## src/rtl/core/lislt_pkg.sv

```systemverilog
package lislt_pkg;

    localparam int MAX_LEN    = 1024;
    localparam int VALUE_BITS = 20;
    localparam int LEN_BITS   = $clog2(MAX_LEN + 1);
    localparam int RUN_BITS   = 11;

    typedef struct packed {
        logic [VALUE_BITS-1:0] sample_value;
        logic                  seq_end;
    } lislt_in_t;

    typedef struct packed {
        logic [RUN_BITS-1:0] run_length;
        logic                store_overflow;
    } lislt_out_t;

    typedef struct packed {
        logic                  valid;
        logic [VALUE_BITS-1:0] value;
        logic                  last;
        logic                  placed;
        logic                  grew;
    } lislt_token_t;

endpackage

```

## src/rtl/core/lislt_cell.sv

```systemverilog
module lislt_cell (
    input  logic                  aclk,
    input  logic                  aresetn,
    input  logic                  advance,
    input  lislt_pkg::lislt_token_t token_in,
    output lislt_pkg::lislt_token_t token_out
);
    import lislt_pkg::*;

    logic [VALUE_BITS-1:0] tail_reg;
    logic [VALUE_BITS-1:0] tail_next;
    logic                  occupied_reg;
    logic                  occupied_next;
    lislt_token_t          token_reg;
    lislt_token_t          token_next;

    always_comb begin
        token_next    = token_in;
        tail_next     = tail_reg;
        occupied_next = occupied_reg;
        if (token_in.valid && !token_in.placed) begin
            if (occupied_reg) begin
                if (tail_reg >= token_in.value) begin
                    tail_next         = token_in.value;
                    token_next.placed = 1'b1;
                end
            end else begin
                tail_next         = token_in.value;
                occupied_next     = 1'b1;
                token_next.placed = 1'b1;
                token_next.grew   = 1'b1;
            end
        end
        // end of sequence empties the cell once the transaction has passed
        if (token_in.valid && token_in.last) begin
            occupied_next = 1'b0;
        end
    end

    always_ff @(posedge aclk) begin
        if (!aresetn) begin
            occupied_reg <= 1'b0;
            token_reg    <= '0;
        end else if (advance) begin
            occupied_reg <= occupied_next;
            token_reg    <= token_next;
        end
    end

    always_ff @(posedge aclk) begin
        if (advance) begin
            tail_reg <= tail_next;
        end
    end

    assign token_out = token_reg;

endmodule

```

## config.mk

```make
export PLATFORM = sky130hd
export DESIGN_NAME = lislt_cell
export DESIGN_NICKNAME = d
export VERILOG_FILES = /design/src/rtl/core/lislt_pkg.sv /design/src/rtl/core/lislt_cell.sv
export SDC_FILE = /design/constraint.sdc
export NUM_CORES = 1
export LEC_CHECK = 0
export BUFFER_PORTS_ARGS = -buffer_cell sky130_fd_sc_hd__buf_2
export CAP_MARGIN = 20
export CORE_MARGIN = 3
export CORE_UTILIZATION = 30
export DETAILED_ROUTE_END_ITERATION = 7
export PLACE_DENSITY = 0.59
export SLEW_MARGIN = 20
export SYNTH_ARGS = -nofsm -noshare
export SYNTH_HDL_FRONTEND = slang
export SYNTH_SLANG_ARGS = --single-unit
```

## constraint.sdc

```tcl
create_clock -name aclk -period 3.2 [get_ports aclk]
set_input_delay 0.64 -clock aclk [delete_from_list [all_inputs] [get_ports aclk]]
set_output_delay 0.64 -clock aclk [all_outputs]
set_load 0.005 [all_outputs]
```

==> out/metrics.yaml <==
run_status: "complete, no violations"
synth-seq-cells: 45
async_flop_share: 0
detailedPlace.worstSlack_ns: 0.1553
design_area_um2: 2474
postCtsHoldBufs: 0
cts_num_sinks: 45
final.period_utilization: 0.8378
grt-ovfl-total: 0
yosysWarningCount: 0
fin_worst_skew_ns: 0.008792
cp-start-kind: "input port"
wl_per_cell_um: 12.96
avgSynthCellArea_um2: 11.71
rsz0062_at_grt: "false"
synth_edf_count: 20
drv_cap: 0
die_w_um: 88.66
hold_path_class: "reg -> reg"
clock_latency_ns: 0.29
ctsResizeCount: 0
vias_per_cell: 4.466
grt_pass1_vias: 1400
placed_cells: 299
dieHeight_um: 88.66
drc: 0
regArea_um2: 1101
clkTransAtPathRegs_ns: 0.08
stdcell_count: 307
finalHoldViolations: 0
drive_gt1_frac: 0.2609
vias: 1371
fillCellCount: 645
tritoncts: "built"
drtPass1Iterations: 4
ant_nets: 0
gp_congestion: 0.6888
post_cts_buffers: 0
dieArea_um2: 7860
yosysSeqAreaShare: 0.5372
setup_viol: 0
synth.area.top_cells: "edfxtp_1, dfxtp_1, ha_1"
reg2reg_slack_ns: 0.59
largest_register_ffs: 24
drt-initial-drc-count: 77
synth_flop_cell: "dfxtp_1"
finalMaxSlewViolations: 0
final_nets: 276
p_leak_nw: 1.191
pin_count: 51
initial_core_util: 0.3155
core_area_um2: 6495
synth_most_common_cell: "dfxtp_1"
worst-endpoint-required_ns: 3.19
numCtsBuffers: 5
synth_area_um2: 2049
power.density_nw_per_um2: 451.4
fin_ws_ns: 0.5191
clockRootBuffer: "clkbuf_8"
track_usage: 0.1134
hpwl_um: 2908
endpoint_kind: "flop"
antenna_cells: 0
period_minus_slack_ns: 2.681
worstMarginPinSlew_ns: 0.6637
cp_data_arrival_time_ns: 2.67
io_buffers: 50
max-slew-margin-rel: 0.5551
antenna_found_initial: 0
peakVddDrop_v: 0.0002177
grt_max_degree: 27
crit_fanout: 12
total_power_mw: 1.117
syn2layout_area_growth_pct: 20.70
rows: 29
h-tree-depth: 2
multiInputGateArea_um2: 855.8
yosysTopAreaCellShare: 0.2930
synth_nets: 222
synth_cells: 175
grt_pass1_wl_um: 6762
clockBufferDepth: 2
fin_setup_tns_ns: 0
crit_type: "in -> reg"
place_area_um2: 2394
fmaxAchievable_mhz: 373.0
ys_types: 26
drt_wl_total_um: 3978
synth_top_area_cell: "edfxtp_1"
ys_top_cells_by_count: "dfxtp_1, mux2i_1, nor2b_1"
-- path summary, 6_finish.rpt --
| path | cells past startpoint | to | from |
|---|---|---|---|
| setup reg to reg | 7 | tail_reg[1] | tail_reg[14] |
| hold / removal | 2 | token_out[23] | token_out[23] |
| hold reg to reg | 2 | token_out[23] | token_out[23] |
| setup / recovery | 9 | tail_reg[1] | token_in[20] |
-- cells by family after synthesis --
logic type | synth area share
flops | 0.5372
simple gates | 0.1166
buf+inv | 0.04762
mux | 0.1074
compound gates | 0.06899
fa+ha+maj | 0.1221
-- per-layer routing --
layer	vias up	track usage	wire length (µm)
met4	0	0.04533	51
met2	34	0.1714	1678
li1	719	-	-
met3	5	0.02700	198
met1	613	0.1557	2050
met5	-	0	0
-- final cells by class --
class / count / area share
inverter: 20 / 0.03035
multi-input combinational: 105 / 0.3460
tap: 77 / 0.03895
timing repair buffer: 52 / 0.1072
sequential: 45 / 0.4451
clock buffer: 7 / 0.03085
clock inverter: 1 / 0.001517
-- stage by stage --
| stage | util | hold WS, ns |
|---|---|---|
| 2_1_floorplan | - | 0.4729 |
| 3_3_place_gp | 0.3685 | 0.4779 |
| 3_5_place_dp | 0.3685 | 0.4770 |
| 4_1_cts | 0.3809 | 0.4915 |
| 5_1_grt | 0.3809 | 0.5360 |
| 6_report | 0.3809 | 0.4872 |
-- power by group --
group          switching [mW]  internal, mW  total (mW)
sequential             0.0109         0.627       0.638
combinational          0.0723        0.0678       0.140
clock                   0.186         0.152       0.339
total                   0.270         0.847        1.12
-- worst max-delay path, stage by stage --
cell and delay, ns:
buf_2 0.10, inv_1 0.04, ha_1 0.29, nand4_1 0.15
nor4_1 0.30, a221oi_1 0.12, o211a_1 0.18, nor3_2 0.52
buf_4 0.33
-- cells in the final DEF, fill, tap and decap left out, types with 4 or more instances in the layout --
| master | Yosys | final |
|---|---|---|
| nor2b_1 | 22 | 22 |
| mux2i_1 | 22 | 22 |
| clkbuf_8 | 0 | 5 |
| ha_1 | 20 | 20 |
| inv_1 | 20 | 20 |
| nand4_1 | 4 | 4 |
| a21oi_1 | 9 | 9 |
| buf_2 | 3 | 50 |
| edfxtp_1 | 20 | 20 |
| nand2_1 | 6 | 6 |
| dfxtp_1 | 25 | 25 |
No activity file was read; power rests on OpenSTA's default activity.
