<file path="src/rtl/core/lislt_pkg.sv">
package lislt_pkg;

    localparam int MAX_LEN    = 1024;
    localparam int VALUE_BITS = 20;
    localparam int LEN_BITS   = $clog2(MAX_LEN + 1);
    localparam int RUN_BITS   = 11;

    typedef struct packed {
        logic [VALUE_BITS-1:0] sample_value;
        logic                  seq_end;
    } lislt_in_t;

    typedef struct packed {
        logic [RUN_BITS-1:0] run_length;
        logic                store_overflow;
    } lislt_out_t;

    typedef struct packed {
        logic                  valid;
        logic [VALUE_BITS-1:0] value;
        logic                  last;
        logic                  placed;
        logic                  grew;
    } lislt_token_t;

endpackage

</file>
<file path="src/rtl/core/lislt_tally.sv">
module lislt_tally (
    input  logic                   aclk,
    input  logic                   aresetn,
    input  lislt_pkg::lislt_token_t end_token,
    input  logic                   m_ready,
    output logic                   advance,
    output logic                   m_valid,
    output lislt_pkg::lislt_out_t  m_data
);
    import lislt_pkg::*;

    logic [LEN_BITS-1:0] len_reg;
    logic [LEN_BITS-1:0] len_next;
    logic [LEN_BITS-1:0] len_sum;
    logic                m_valid_reg;
    lislt_out_t          out_reg;
    lislt_out_t          out_next;

    assign advance = !m_valid_reg || m_ready;
    assign len_sum = len_reg + LEN_BITS'(end_token.grew);

    always_comb begin
        out_next.run_length     = RUN_BITS'(len_sum);
        out_next.store_overflow = !end_token.placed;
        len_next                = len_reg;
        if (end_token.valid) begin
            len_next = end_token.last ? '0 : len_sum;
        end
    end

    always_ff @(posedge aclk) begin
        if (!aresetn) begin
            len_reg     <= '0;
            m_valid_reg <= 1'b0;
        end else if (advance) begin
            len_reg     <= len_next;
            m_valid_reg <= end_token.valid;
        end
    end

    always_ff @(posedge aclk) begin
        if (advance && end_token.valid) begin
            out_reg <= out_next;
        end
    end

    assign m_valid = m_valid_reg;
    assign m_data  = out_reg;

endmodule

</file>
<file path="config.mk">
export PLATFORM = sky130hd
export DESIGN_NAME = lislt_tally
export DESIGN_NICKNAME = d
export VERILOG_FILES = /design/src/rtl/core/lislt_pkg.sv /design/src/rtl/core/lislt_tally.sv
export SDC_FILE = /design/constraint.sdc
export NUM_CORES = 1
export LEC_CHECK = 0
export ABC_CLOCK_PERIOD_IN_PS = 1700
export BUFFER_PORTS_ARGS = -buffer_cell sky130_fd_sc_hd__clkbuf_2
export CAP_MARGIN = 20
export CORE_UTILIZATION = 40
export DETAILED_ROUTE_END_ITERATION = 10
export PLACE_DENSITY = 0.67
export SKIP_LAST_GASP = 1
export SLEW_MARGIN = 40
export SYNTH_ARGS = -nofsm -noshare
export SYNTH_HDL_FRONTEND = slang
export SYNTH_SLANG_ARGS = --single-unit
</file>
<file path="constraint.sdc">
create_clock -name aclk -period 1.7 [get_ports aclk]
set_input_delay 0.17 -clock aclk [delete_from_list [all_inputs] [get_ports aclk]]
set_output_delay 0.17 -clock aclk [all_outputs]
set_load 0.01 [all_outputs]
</file>
==> metrics.md <==
| Metric | Value |
|---|---|
| WL per Instance | `between 10 and 15 um` |
| Mapped Area | `around 1100 sq um` |
| Vias in the first global route | `740` |
| Gp weighted congestion | `0.709` |
| Global-route usage over all layers | `0.157` |
| Clock Skew | `0.00447 ns` |
| Synth Instances | `97` |
| Max reg flops | `12` |
| Ys flop type | `edfxtp_1` |
| Lkg Pwr | `0.535 nW` |
| Largest net degree at the start of global routing | `15` |
| Kind of critical path | `flip-flop to flip-flop` |
| DRT Pass-1 Iters | `4` |
| Detailed Route WL | `slightly above 2000 um` |
| Max clock buf depth | `2` |
| EDFF count, synth | `12` |
| Crit end category | `flip-flop` |
| Initial cell density of the core | `0.435` |
| Slew HR | `0.784` |
| Count of warnings emitted by yosys | `0` |
| FMAX | `slightly above 600 MHz` |
| Setup violators final | `0` |
| Crit Path Max Fanout | `5` |
| Initial DRC Count | `12` |
| H-tree depth | `1` |
| Unique masters post-synth | `29` |
| Max Slew Vio Count | `0` |
| Initial antenna violation count | `0` |
| Synth area leaders | `edfxtp_1 (33%), dfxtp_1 (22%), xnor2_1 (4.0%), o21ai_0 (3.6%), a21boi_0 (3.4%)` |
| CORE AREA | `2540 sq um` |
| CTS Buf Count | `3` |
| Horiz. Die Dim | `around 55 um` |
| Minimum clock period | `around 1.6 ns` |
| Fin crit share | `0.948` |
| RSZ-0062 raised after global routing | `false` |
| Pwr/cell area | `~800 nW/um^2` |
| IO Port Bufs | `20` |
| Global route total overflow | `0` |
| Worst EP arrival | `~1.8 ns` |
| Post-CTS resize count | `0` |
| Die height | `roughly 55 um` |
| Top Ports | `slightly above 40` |
| Non-filler instance count after layout | `around 150` |
| Area growth, synth to finish | `15.7%` |
| Syn_nets | `126` |
| Worst skew pair latency | `approximately 0.32 ns` |
| Max-Cap Viols | `0` |
| Sequential area share after synthesis | `0.543` |
| Via count | `roughly 840` |
| Setup TNS | `0 ns` |
| CTS clk-pin slew, worst paths | `roughly 0.13 ns` |
| Hold Path Class | `primary input to flip-flop` |
| Vias per inst | `around 5.5` |
| Leading area contributor after synthesis | `edfxtp_1` |
| Synth top area share | `0.326` |
| Die ar. | `2980 sq um` |
| DP Wirelength | `about 1400 um` |
| Hold WS | `between 0.06 and 0.07 ns` |
| Ys async rst share | `0` |
| Slew @ Worst Pin | `0.324 ns` |
| ANT nets after route | `0` |
| Share of layout cells above drive strength 1 | `0.281` |
| Ant diodes | `0` |
| Synth cell count leaders | `dfxtp_1 (12), edfxtp_1 (12), o21ai_0 (8)` |
| Final nets | `151` |
| Post-CTS Repair Setup Buffers | `0` |
| Syn Area/Cell | `between 10 and 15 sq um` |
| # DRC | `0` |
| CTS tree | `done` |
| Row cnt | `18` |
| First-pass GRT wire length | `around 3300 um` |
| CTS Hold Bufs | `0` |
| Outcome | `completed` |
| Flops & latches, synth | `24` |
| Clock sink count | `24` |
| Worst VDD drop | `around 0.46 mV` |
| Crit start category | `flip-flop` |
| Req. time, crit path | `1.93 ns` |
| Fin. Hold Viols | `0` |
| DP Cell Count | `147` |
| Root buffer cell | `clkbuf_4` |
through the flow:
step / util / instance area (sq um) / setup slack, ns / total power, mW
after floorplan: - / 1110 / 0.114 / 0.684
after global placement: 0.489 / 1240 / 0.127 / 0.726
after detailed placement: 0.489 / 1240 / 0.0949 / 0.729
after CTS: 0.503 / 1280 / 0.0831 / 1.03
after global routing: 0.503 / 1280 / 0.00635 / 1.05
final: 0.503 / 1280 / 0.0884 / 1.02
worst max-delay path, stage by stage (launching register included):
cell     delay [ns]
dfxtp_1        0.34
ha_1           0.19
ha_1           0.20
and2_2         0.23
and2_2         0.19
and4b_1        0.18
a31o_2         0.20
path summary, 6_finish.rpt:
path                startpoint    endpoint  slack (ns)  cells after the start
setup / recovery    len_reg[0]  len_reg[6]        0.09                      6
hold reg to reg     len_reg[0]  len_reg[0]        0.48                      2
hold / removal    end_token[1]   m_data[0]        0.06                      2
setup reg to reg    len_reg[0]  len_reg[6]        0.09                      6
cell type report:
cell class / count / area [sq um]
clock buffer: 4 / 36.3
fill: 244 / 1260
inverter: 3 / 11.3
multi-input combinational: 65 / 457
sequential: 24 / 601
tap: 30 / 37.5
timing repair buffer: 25 / 138
metal layers:
metal,up-vias,wire (um),part of all wire,track usage
met5,-,0,0,0
met4,0,19,0.0093,0.0726
met3,2,98,0.048,0.0333
met2,29,1010,0.50,0.253
met1,396,904,0.44,0.197
li1,408,-,-,-
logic make-up after synthesis:
family                     after synthesis  share of synthesized area
AOI/OAI and AO/OA                       24                      0.147
xor gates and xnor gates                 9                     0.0713
adders and majority gates                2                     0.0226
buffers and inverters                    8                     0.0441
DFF                                     24                      0.543
and+or+nand+nor                         30                      0.172
cells in the final DEF (no fill, tap or decap):
cell / synthesis / layout
a21boi_0: 5 / 5
a21boi_1: 4 / 4
a22oi_1: 1 / 1
a31o_2: 2 / 2
a31oi_1: 2 / 2
a41oi_1: 2 / 2
and2_2: 2 / 2
and3_1: 3 / 3
and3_2: 1 / 1
and4b_1: 2 / 2
buf_4: 1 / 5
clkbuf_2: 0 / 20
clkbuf_4: 0 / 3
clkbuf_8: 0 / 1
dfxtp_1: 12 / 12
edfxtp_1: 12 / 12
ha_1: 2 / 2
inv_1: 3 / 3
nand2_1: 3 / 3
nand2b_1: 1 / 1
nand3_1: 3 / 3
nand3b_1: 5 / 5
nand4_1: 2 / 2
nor2_1: 2 / 2
nor2b_1: 1 / 1
nor3b_1: 1 / 1
o21ai_0: 8 / 8
or3_1: 4 / 4
xnor2_1: 5 / 5
xor2_1: 4 / 4
where the power goes:
group          total (mW)  internal, mW  switching (mW)
clock               0.304         0.131           0.173
combinational      0.0854        0.0351          0.0503
sequential          0.630         0.625         0.00488
total                1.02         0.791           0.229
Note: power is estimated with default switching activity, not from simulation.
